`src/hw/rtl/grw_sqrt.sv`:
```
// iterative integer square root, one result bit per cycle
// no package dependencies
module grw_sqrt
(
    input  logic        clk,
    input  logic        rst_n,
    input  logic        start,
    input  logic [44:0] radicand,
    output logic        done,
    output logic [22:0] root
);

    logic [44:0] rem_reg, rem_next;
    logic [45:0] res_reg, res_next;
    logic [44:0] bit_reg, bit_next;
    logic [4:0]  cnt_reg, cnt_next;
    logic        busy_reg, busy_next;
    logic        done_reg, done_next;
    logic [45:0] trial;

    always_comb
    begin
        rem_next  = rem_reg;
        res_next  = res_reg;
        bit_next  = bit_reg;
        cnt_next  = cnt_reg;
        busy_next = busy_reg;
        done_next = 1'b0;
        trial     = res_reg + {1'b0, bit_reg};
        if (start)
        begin
            rem_next  = radicand;
            res_next  = '0;
            bit_next  = {1'b1, 44'd0};
            cnt_next  = '0;
            busy_next = 1'b1;
        end
        else if (busy_reg)
        begin
            if ({1'b0, rem_reg} >= trial)
            begin
                rem_next = rem_reg - trial[44:0];
                res_next = (res_reg >> 1) + {1'b0, bit_reg};
            end
            else
            begin
                res_next = res_reg >> 1;
            end
            bit_next = bit_reg >> 2;
            cnt_next = cnt_reg + 5'd1;
            if (cnt_reg == 5'd22)
            begin
                busy_next = 1'b0;
                done_next = 1'b1;
            end
        end
    end

    always_ff @(posedge clk or negedge rst_n)
    begin
        if (!rst_n)
        begin
            busy_reg <= 1'b0;
            done_reg <= 1'b0;
            cnt_reg  <= '0;
        end
        else
        begin
            busy_reg <= busy_next;
            done_reg <= done_next;
            cnt_reg  <= cnt_next;
        end
    end

    always_ff @(posedge clk)
    begin
        rem_reg <= rem_next;
        res_reg <= res_next;
        bit_reg <= bit_next;
    end

    assign done = done_reg;
    assign root = res_reg[22:0];

endmodule

```
`config.mk`:
```
export PLATFORM = sky130hd
export DESIGN_NAME = grw_sqrt
export DESIGN_NICKNAME = d
export VERILOG_FILES = /design/src/hw/rtl/grw_sqrt.sv
export SDC_FILE = /design/constraint.sdc
export NUM_CORES = 1
export LEC_CHECK = 0
export BUFFER_PORTS_ARGS = -buffer_cell sky130_fd_sc_hd__buf_2
export CORE_ASPECT_RATIO = 0.6
export CORE_MARGIN = 4
export CORE_UTILIZATION = 40
export CTS_BUF_LIST = sky130_fd_sc_hd__clkbuf_16
export CTS_CLUSTER_SIZE = 20
export DETAILED_ROUTE_END_ITERATION = 10
export PLACE_DENSITY = 0.59
export SLEW_MARGIN = 20
export SYNTH_ARGS = -nofsm -noshare
export SYNTH_HDL_FRONTEND = slang
export SYNTH_SLANG_ARGS = --single-unit
```
`constraint.sdc`:
```
create_clock -name clk -period 11 [get_ports clk]
set_clock_uncertainty 0.15 [all_clocks]
set_input_delay 0.55 -clock clk [delete_from_list [all_inputs] [get_ports clk]]
set_output_delay 0.55 -clock clk [all_outputs]
set_load 0.01 [all_outputs]
```
==> impl_results.md, run 1 <==
- Max Buffers Root-to-Sink: 2
- Total congestion overflow after global routing: 0
- Width of the die: 219 µm
- Leakage Power: 4.88 nW
- Result of the run: finished, final reports clean
- Synth Area in Adders: 11.3%
- Final total power: 0.00273 W
- Kind of critical path: flip-flop to flip-flop
- Post-route design area: 11700 µm²
- Count of inserted antenna diode cells: 0
- YS warnings: 0
- Final setup violation count: 0
- Endpoint arrival time on the critical path: 6.58 ns
- Worst Max-Slew Pin Slew: approximately 0.94 ns
- Fraction of the yosys area taken by sequential cells: 27.2%
- Max-Slew Margin vs Limit: 36.7%
- FFs w/ async S/R, synth: 5.79%
- DRC violation count after routing: 0
- Maximum number of pins on one net before global-route repair: 75
- Detailed Route Iter0 Violations: 885
- Clock root buffer: sky130_fd_sc_hd__clkbuf_16
- Vertical extent of the die: 135 µm
- Clock input transition at the sequential cells of the worst setup and hold paths: around 0.060 ns
- Drt total wl: about 31000 µm
- Final period utilization: 58.0%
- F_max: 157 MHz
- Overall Global Routing Usage: 21.1%
- Total power density per cell area: 233 nW/µm²
- Distinct cells, synth: 69
- Area of the die: 29500 µm²
- TritonCTS clock tree: yes
- Wire length of the first global-routing pass: between 40000 and 50000 µm
- Worst path cell trace: ha_1 > ha_1 > a21o_1 > a31oi_1 > o21ai_0 > a211oi_1 > nor2_1 > a21oi_1 > nor2b_1 > o21ai_0 > xor2_1 > ha_1 > nand3_1 > nor4_1 > nand2_1 > o21ai_0 > a31oi_1 > o31ai_2 > buf_4 > o21a_1 > buf_4 > o211ai_1 > a311oi_1
- Worst Path Max Fanout: 15
- Number of I/O port buffers: 71
- Number of standard-cell rows in the floorplan: 46
- Class of the tightest hold or removal check: input port to flip-flop
- WP data required: 11.20 ns
- Share of synthesized area spent on multiplexers: 4.92%
- Post-synth EDFFs: 45
- Flip-flop count of the largest register after layout: 46
- Crit path max-delay family: compound AO/OA/AOI/OAI gates
- Number of top-level design ports: ~70
- Initial antenna violation count: 0
- DP Area: 11200 µm²
- Max rail drop VDD: 0.000159 V
- Wirelength per Cell: 18.5 µm
- Cell at the slowest stage of the critical path: sky130_fd_sc_hd__a211oi_1
- Post-synthesis instance area: 10700 µm²
- Ys flop type: sky130_fd_sc_hd__dfxtp_1
- Max-cap violation count: 0
- Drt first pass iters: 5
- Final antenna-violating net count: 0
- Final Max Slew Viols: 0
- Number of global-route vias before repair: 8826
- Buffers and inverters on the worst path: 2
- Number of buffers created by CTS: 17
- CP startpoint kind: flip-flop
- Largest family of logic cells by synthesized area: compound AO/OA/AOI/OAI gates
- Number of synthesized register bits: between 100 and 150
- Detail-routed via count per cell: 5.79
- Number of fill cells in the layout: 2679
- Half-perimeter wire length of the detailed placement result: ~23000 µm
- Layout net count: 1453
- Postcts setup bufs: 0
- Clk sink count: 121
- Initial cell density of the core: 40.6%
- Unrepaired setup endpoints after global routing: no
- Number of failing hold endpoints at the final stage: 0
- Synthesized instance count: around 1300
- Layout cell share with drive strength beyond 1: between 10% and 20%
- Most frequent standard cell in the layout excluding fill and tap cells: sky130_fd_sc_hd__nand2_1
- Area of the core: 26400 µm²
- Number of gates resized after CTS: 0
- # H-tree levels: 4
- Area added between synthesis and finish: 9.63%
- Area fraction in compound gates after synthesis: approximately 27%
- Most used cells in the layout excluding fill and tap cells: sky130_fd_sc_hd__nand2_1, sky130_fd_sc_hd__nor2_1, sky130_fd_sc_hd__o21ai_0
- Type of element capturing the critical path: flip-flop
- Worst-skew pair later-pin latency: 0.44 ns
- Count of vias placed by the detailed router: 9741
- Final Wtd Congestion: 0.915
- Sum of negative setup slack: 0 ns
- Fraction of synthesized cell area in xor and xnor cells: between 7 and 8%
- Post-synthesis net count: roughly 1400
- Area share of and/or/nand/nor cells after synthesis: between 15 and 20%
- Post-Synthesis Mean Instance Area: 8.27 µm²
- Max incr delay on CP: ~0.61 ns
- Final Critical Period: ~6.4 ns
## report_power, final
group	switching, W	internal (W)	total (W)
logic	0.000941	0.000568	0.00151
clock network	0.000218	0.000330	0.000548
registers	0.0000533	0.000621	0.000674
## worst min-delay path, delay by kind of cell
kind,cells,cell delay [ns]
compound gates,1,0.05
buf+inv,1,0.07
simple gates,1,0.04
## metal layers
| layer | up-vias | GRT usage (%) | part of all wire (%) |
|---|---|---|---|
| li1 | 4856 | - | - |
| met1 | 4568 | 33.1 | 53 |
| met3 | 26 | 5.49 | 7.2 |
| met2 | 291 | 28.1 | 39 |
| met4 | 0 | 5.51 | 1.2 |
| met5 | - | 0 | 0 |
## through the flow
step                util [%]  hold WS (ns)  cells  worst slack [ns]
floorplan                  -         0.104   1292              2.96
global placement        42.3         0.242   1649              4.98
detailed placement      42.3         0.243   1649              4.82
CTS                     44.5         0.206   1682              4.76
global route            44.5         0.226   1682              4.22
finish                  44.5         0.233   1682              4.62
## final timing paths
| check | cells after the start | endpoint | slack, ns | startpoint |
|---|---|---|---|---|
| max | 23 | res_reg[8] | 4.62 | res_reg[0] |
| min | 3 | rem_reg[23] | 0.23 | radicand[23] |
| max reg2reg | 23 | res_reg[8] | 4.62 | res_reg[0] |
| min reg2reg | 2 | res_reg[0] | 0.36 | res_reg[0] |
| max in group asynchronous | 2 | busy_reg | 10.20 | rst_n |
| min in group asynchronous | 2 | cnt_reg[3] | 0.32 | rst_n |
## synthesized netlist by cell type, types with 5 or more instances
master | n | area (µm²)
sky130_fd_sc_hd__nand4_1 | 27 | 169
sky130_fd_sc_hd__xnor2_1 | 46 | 403
sky130_fd_sc_hd__a21oi_1 | 80 | 400
sky130_fd_sc_hd__nand2_1 | 119 | 447
sky130_fd_sc_hd__a211o_1 | 5 | 43.8
sky130_fd_sc_hd__dfxtp_1 | 69 | 1380
sky130_fd_sc_hd__a221oi_1 | 5 | 43.8
sky130_fd_sc_hd__a311oi_2 | 6 | 90.1
sky130_fd_sc_hd__xor2_1 | 46 | 403
sky130_fd_sc_hd__o21ai_0 | 99 | 495
sky130_fd_sc_hd__a211oi_1 | 24 | 180
sky130_fd_sc_hd__and2_1 | 6 | 37.5
sky130_fd_sc_hd__or3_1 | 13 | 81.3
sky130_fd_sc_hd__dfrtp_1 | 7 | 175
sky130_fd_sc_hd__inv_1 | 42 | 158
sky130_fd_sc_hd__a21o_1 | 38 | 285
sky130_fd_sc_hd__nor2_1 | 117 | 439
sky130_fd_sc_hd__ha_1 | 95 | 1190
sky130_fd_sc_hd__a311oi_1 | 12 | 105
sky130_fd_sc_hd__buf_1 | 7 | 26.3
sky130_fd_sc_hd__nor3_1 | 15 | 75.1
sky130_fd_sc_hd__o21ai_1 | 9 | 45.0
sky130_fd_sc_hd__nand2b_1 | 12 | 75.1
sky130_fd_sc_hd__o21a_1 | 10 | 75.1
sky130_fd_sc_hd__mux2i_1 | 39 | 390
sky130_fd_sc_hd__buf_4 | 27 | 203
sky130_fd_sc_hd__nor2b_1 | 8 | 50.1
sky130_fd_sc_hd__o21bai_1 | 15 | 113
sky130_fd_sc_hd__a31o_2 | 12 | 105
sky130_fd_sc_hd__and3_1 | 12 | 75.1
sky130_fd_sc_hd__a31oi_1 | 44 | 275
sky130_fd_sc_hd__o211ai_1 | 20 | 150
sky130_fd_sc_hd__o31ai_1 | 18 | 135
sky130_fd_sc_hd__clkbuf_1 | 43 | 161
sky130_fd_sc_hd__nand3_1 | 17 | 85.1
sky130_fd_sc_hd__mux2_2 | 11 | 124
sky130_fd_sc_hd__edfxtp_1 | 45 | 1350
## timing repair
action                                  CTS  global route
endpoints found under the setup margin    0             0
hold buffers                              1             0
endpoints found under the hold margin     7             0
## final cells by class
class                   instances  area, µm²  share of cell area, %
flip-flops and latches        121       2910                   24.8
inverters                      42        158                   1.35
multi-input cells            1045       7200                   61.4
clock inverters                13       82.6                  0.705
clock buffers                  19        475                   4.06
well taps                     360        450                   3.84
repair buffers                 82        443                   3.78
## logic make-up after synthesis
group | Yosys count
AOI/OAI and AO/OA | 438
and+or+nand+nor | 368
buffers and inverters | 126
DFF | 121
adders and majority gates | 96
xor gates and xnor gates | 92
muxes | 51
No activity file was read; power rests on OpenSTA's default activity.
==> run 2, diff against run 1 <==
Clock period 11 ns to 6.5 ns, I/O delays scaled along.
==> run 2 against run 1 <==
  * Critical endpoint is now rem_reg[44]
  * Worst hold slack worse by 0.22 ns
  * First-iteration DRC count grew 3.4%
  * Cell area is 1.7% higher
  * Wire length grew 0.54%
  * Global-route usage barely moved
  * Highest routed layer unchanged
  * Worst setup slack got worse by 4.1 ns
  * Cell count up 0.95%
  * Non-clock buffer count increased by 16
  * Power rose by 72%
  * Sequential cell count stayed put
  * Combinational power is 72% higher
==> impl_results.md, run 2 (synthesis results as in run 1) <==
- Number of fill cells in the layout: 2656
- Layout cell share with drive strength beyond 1: 12.1%
- Final setup violation count: 0
- Type of element capturing the critical path: flip-flop
- Area of the core: 26400 µm²
- Drt first pass iters: 5
- Final Max Slew Viols: 0
- Kind of critical path: flip-flop to flip-flop
- Postcts setup bufs: 0
- Wirelength per Cell: ~18 µm
- Maximum number of pins on one net before global-route repair: 87
- Half-perimeter wire length of the detailed placement result: 23100 µm
- Final Wtd Congestion: 0.941
- Vertical extent of the die: between 100 and 150 µm
- Most used cells in the layout excluding fill and tap cells: sky130_fd_sc_hd__nand2_1, sky130_fd_sc_hd__nor2_1, sky130_fd_sc_hd__o21ai_0
- Initial antenna violation count: 0
- Number of I/O port buffers: 71
- Final period utilization: 92.4%
- Drt total wl: 31300 µm
- Class of the tightest hold or removal check: input port to flip-flop
- Worst path cell trace: ha_1 > a31oi_1 > a211o_1 > o31ai_1 > a31oi_1 > o21bai_1 > a21oi_1 > xor2_1 > ha_1 > nand4_1 > nor4_1 > nand2_1 > o21ai_0 > a31oi_1 > o31ai_2 > buf_4 > o21ai_4 > o21ai_4 > buf_4
- Buffers and inverters on the worst path: 2
- Endpoint arrival time on the critical path: 5.93 ns
- Max Buffers Root-to-Sink: 2
- Unrepaired setup endpoints after global routing: no
- Final Critical Period: 6.00 ns
- Crit path max-delay family: compound AO/OA/AOI/OAI gates
- Layout net count: 1469
- Leakage Power: just under 5 nW
- Detailed Route Iter0 Violations: 915
- Combinational fraction of design power: 55.3%
- F_max: 167 MHz
- Cell at the slowest stage of the critical path: sky130_fd_sc_hd__buf_4
- Initial cell density of the core: 40.6%
- Overall Global Routing Usage: between 20% and 30%
- Sum of negative setup slack: 0 ns
- Max-cap violation count: 0
- # H-tree levels: 4
- Int Pwr: 0.00261 W
- Post-layout utilization of the core: 45.2%
- Worst-skew pair later-pin latency: 0.45 ns
- TritonCTS clock tree: yes
- Width of the die: 219 µm
- Final antenna-violating net count: 0
- Most frequent standard cell in the layout excluding fill and tap cells: sky130_fd_sc_hd__nand2_1
- Clock root buffer: sky130_fd_sc_hd__clkbuf_16
- Switching component of the power: 0.00210 W
- Worst Max-Slew Pin Slew: 1.03 ns
- Max rail drop VDD: approximately 0.00025 V
- Number of global-route vias before repair: 8913
- Number of standard-cell rows in the floorplan: 46
- Result of the run: finished, final reports clean
- Max-Slew Margin vs Limit: 31.3%
- Number of top-level design ports: 72
- Total congestion overflow after global routing: 0
- Clock share of power: 20.5%
- DRC violation count after routing: 0
- Max incr delay on CP: between 0.5 and 0.6 ns
- Wire length of the first global-routing pass: 49600 µm
- Count of vias placed by the detailed router: 9960
- Clock input transition at the sequential cells of the worst setup and hold paths: 0.06 ns
- Worst Path Max Fanout: 45
- Number of buffers created by CTS: 17
- WP data required: between 6 and 7 ns
- Clk sink count: 121
- Number of failing hold endpoints at the final stage: 0
- Area of the die: 29500 µm²
- Switching part of the total power: 44.5%
- Register share of total power: between 20% and 30%
- Count of inserted antenna diode cells: 0
- Most prevalent standard cell on the critical path: sky130_fd_sc_hd__a31oi_1
- Flip-flop count of the largest register after layout: 46
- Detail-routed via count per cell: 5.87
- Area added between synthesis and finish: 11.5%
- CP startpoint kind: flip-flop
- Total power density per cell area: 395 nW/µm²
[run 2: metrics by stage]
step | power (W) | cells | hold slack, ns | cell area [µm²] | setup WS [ns]
final | 0.00471 | 1698 | 0.0170 | 11900 | 0.497
after global routing | 0.00503 | 1698 | 0.0144 | 11900 | 0.115
after CTS | 0.00469 | 1698 | 0.00114 | 11900 | 0.459
after detailed placement | 0.00368 | 1652 | 0.0187 | 11200 | 0.516
after global placement | 0.00366 | 1652 | 0.0187 | 11200 | 0.653
after floorplan | 0.00308 | 1292 | -0.121 | 10700 | 0.542
[run 2: layout make-up]
| class | count | area (µm²) | area share, % |
|---|---|---|---|
| inverter | 42 | 158 | 1.32 |
| timing repair buffer | 98 | 608 | 5.10 |
| tap | 360 | 450 | 3.78 |
| clock inverter | 13 | 114 | 0.955 |
| sequential | 121 | 2910 | 24.4 |
| clock buffer | 19 | 475 | 3.99 |
| multi-input combinational | 1045 | 7200 | 60.4 |
[run 2: power by group through the flow]
stage                     logic (W)  registers (W)  clock network (W)
final                       0.00260        0.00114           0.000963
after global routing        0.00286        0.00116            0.00102
after CTS                   0.00256        0.00114           0.000988
after detailed placement    0.00253        0.00115                  0
after global placement      0.00251        0.00115                  0
after floorplan             0.00196        0.00112                  0
[run 2: metal layers]
| metal | GRT usage, % | share of wire (%) | up-vias |
|---|---|---|---|
| met5 | 0 | 0 | - |
| met4 | 5.51 | 1.2 | 0 |
| met3 | 5.85 | 8.7 | 24 |
| met2 | 27.5 | 39 | 366 |
| met1 | 33.2 | 51 | 4685 |
| li1 | - | - | 4885 |
[run 2: what timing repair did]
item,in CTS,in global routing
setup endpoints to repair,0,10
endpoints found under the hold margin,20,0
resized for setup,0,1
hold buffers,14,0
[run 2: worst paths after layout]
kind	from	endpoint	slack (ns)	cells after the start
setup / recovery	res_reg[2]	rem_reg[44]	0.50	19
hold / removal	radicand[10]	rem_reg[10]	0.02	3
setup reg to reg	res_reg[2]	rem_reg[44]	0.50	19
hold reg to reg	res_reg[0]	res_reg[0]	0.36	2
max in group asynchronous	rst_n	busy_reg	5.92	2
min in group asynchronous	rst_n	cnt_reg[3]	0.10	2
[run 2: tightest hold or removal path: stages]
cell and delay (ns):
sky130_fd_sc_hd__buf_2 0.07, sky130_fd_sc_hd__nand2_1 0.04, sky130_fd_sc_hd__o21ai_0 0.06
==> run 3, diff against run 2 <==
Settings changed: CORE_MARGIN 4 to 1, REMOVE_ABC_BUFFERS set to 1, SETUP_SLACK_MARGIN set to 0.4.
==> run 3 against run 2 <==
  * Sequential share of layout area rose by 0.075 points
  * Cell count decreased by 0.65%
  * Worst setup slack better by 0.18 ns
  * Global-route usage is 3.3 points higher
  * Sequential power is essentially flat
  * Critical path depth stayed put
  * First-iteration DRC count increased by 1.4%
  * Cell area down 0.30%
  * Utilization increased by 0.97 points
  * Via count is 0.41% lower
==> impl_results.md, run 3 (synthesis results as in run 1) <==
- Result of the run: finished, final reports clean
- Initial cell density of the core: 41.5%
- Final period utilization: 89.6%
- Int Pwr: 0.00265 W
- # H-tree levels: 4
- Register share of total power: 24.2%
- Detail-routed via count per cell: 5.88
- Post-layout utilization of the core: 46.2%
- Max Buffers Root-to-Sink: 2
- Wire length of the first global-routing pass: 51100 µm
- Initial antenna violation count: 1
- Count of vias placed by the detailed router: 9919
- Detailed Route Iter0 Violations: 928
- Clock input transition at the sequential cells of the worst setup and hold paths: 0.05 ns
- Worst Max-Slew Pin Slew: about 0.85 ns
- Final Critical Period: a little under 6 ns
- Clock share of power: 19.6%
- Leakage Power: 4.96 nW
- Final Wtd Congestion: between 0.9 and 1
- Combinational fraction of design power: 56.1%
- Wirelength per Cell: 19.2 µm
- Layout net count: roughly 1500
- Class of the tightest hold or removal check: input port to flip-flop
- Drt first pass iters: 8
- DRC violation count after routing: 0
- Switching part of the total power: 43.7%
- Filler-free cell count of the finished design: 1687
- Final Max Slew Viols: 0
- Area of the die: 27400 µm²
- Overall Global Routing Usage: 24.3%
- Number of standard-cell rows in the floorplan: 45
- Area of the core: 25700 µm²
- Number of top-level design ports: 72
- Setup slack at placement: 0.699 ns
- Max-cap violation count: 0
- Total congestion overflow after global routing: 0
- WP data required: roughly 6.7 ns
- Flip-flop count of the largest register after layout: 46
- Count of inserted antenna diode cells: 0
- Final setup margin: 0.675 ns
- Number of I/O port buffers: 71
- Max rail drop VDD: ~0.00028 V
- Area added between synthesis and finish: 11.2%
- Endpoint arrival time on the critical path: about 6.0 ns
- Worst Path Max Fanout: 14
- Drt total wl: 32400 µm
- Final antenna-violating net count: 0
- Final total power: 0.00471 W
- CP startpoint kind: flip-flop
- Half-perimeter wire length of the detailed placement result: 24500 µm
- F_max: 172 MHz
- Most frequent standard cell in the layout excluding fill and tap cells: sky130_fd_sc_hd__nand2_1
- Cell Count Post-Placement: 1647
- Final setup violation count: 0
- Clock root buffer: sky130_fd_sc_hd__clkbuf_16
- Total power density per cell area: 396 nW/µm²
- Switching component of the power: 0.00206 W
- Vertical extent of the die: 129 µm
- Unrepaired setup endpoints after global routing: no
- Kind of critical path: flip-flop to flip-flop
- Number of buffers created by CTS: 17
- Clk sink count: about 120
- Most used cells in the layout excluding fill and tap cells: sky130_fd_sc_hd__nand2_1, sky130_fd_sc_hd__nor2_1, sky130_fd_sc_hd__o21ai_0
- Layout cell share with drive strength beyond 1: 12.4%
- Worst-skew pair later-pin latency: 0.44 ns
- TritonCTS clock tree: yes
- Number of failing hold endpoints at the final stage: 0
- Maximum number of pins on one net before global-route repair: 90
- Type of element capturing the critical path: flip-flop
- Number of global-route vias before repair: between 9000 and 10000
- Max-Slew Margin vs Limit: between 40 and 50%
- Width of the die: 213 µm
[run 3: final timing paths]
path / slack (ns) / cells after the start / endpoint / start
max in group asynchronous: 5.93 / 2 / busy_reg / rst_n
min reg2reg: 0.37 / 2 / res_reg[0] / res_reg[0]
min: 0.02 / 3 / rem_reg[23] / radicand[23]
max: 0.68 / 19 / res_reg[32] / res_reg[0]
max reg2reg: 0.68 / 19 / res_reg[32] / res_reg[0]
min in group asynchronous: 0.10 / 2 / cnt_reg[0] / rst_n
[run 3: final cells by class]
cell class              instances  area (µm²)
multi-input cells            1045        7220
well taps                     352         440
repair buffers                 95         587
clock buffers                  21         526
inverters                      42         158
fillers                      2571       13800
clock inverters                11        46.3
flip-flops and latches        121        2910
[run 3: metrics by stage]
step	hold slack, ns	instance area, µm²	setup TNS, ns
after floorplan	-0.121	10200	-94.23
after global placement	0.0187	11200	0
after detailed placement	0.0171	11200	0
after CTS	0.000393	11900	0
after global routing	0.0206	11900	0
final	0.0152	11900	0
[run 3: worst max-delay path: stages (launching register included)]
cell	delay, ns
sky130_fd_sc_hd__dfxtp_1	0.33
sky130_fd_sc_hd__ha_1	0.23
sky130_fd_sc_hd__ha_1	0.22
sky130_fd_sc_hd__a21o_1	0.21
sky130_fd_sc_hd__a31oi_1	0.20
sky130_fd_sc_hd__o21ai_0	0.22
sky130_fd_sc_hd__a211oi_1	0.52
sky130_fd_sc_hd__o21ai_0	0.27
sky130_fd_sc_hd__and3_1	0.25
sky130_fd_sc_hd__o311ai_0	0.37
sky130_fd_sc_hd__xor2_1	0.21
sky130_fd_sc_hd__ha_1	0.32
sky130_fd_sc_hd__and4_1	0.28
sky130_fd_sc_hd__a221oi_1	0.64
sky130_fd_sc_hd__a211oi_2	0.21
sky130_fd_sc_hd__buf_4	0.24
sky130_fd_sc_hd__o21a_1	0.21
sky130_fd_sc_hd__buf_4	0.21
sky130_fd_sc_hd__mux2_1	0.33
sky130_fd_sc_hd__a21oi_1	0.14
[run 3: power by group through the flow]
stage	clock [W]	sequential, W	combinational, W
after detailed placement	0	0.00115	0.00258
after floorplan	0	0.00114	0.00184
after global placement	0	0.00115	0.00256
after CTS	0.000946	0.00114	0.00260
final	0.000925	0.00114	0.00264
after global routing	0.000980	0.00116	0.00292
[run 3: repair_timing]
action / 4_1_cts / 5_1_grt
endpoints found under the setup margin: 0 / 84
setup buffers: 0 / 0
hold buffers: 8 / 0
resized for setup: 0 / 4
hold endpoints to repair: 14 / 0
[run 3: layer usage]
| metal | GRT usage (%) | wire length [µm] | vias up |
|---|---|---|---|
| met5 | 0 | 0 | - |
| met1 | 38.5 | 17200 | 4641 |
| met3 | 6.05 | 2700 | 38 |
| li1 | - | - | 4881 |
| met2 | 31.0 | 12000 | 359 |
| met4 | 7.36 | 511 | 0 |
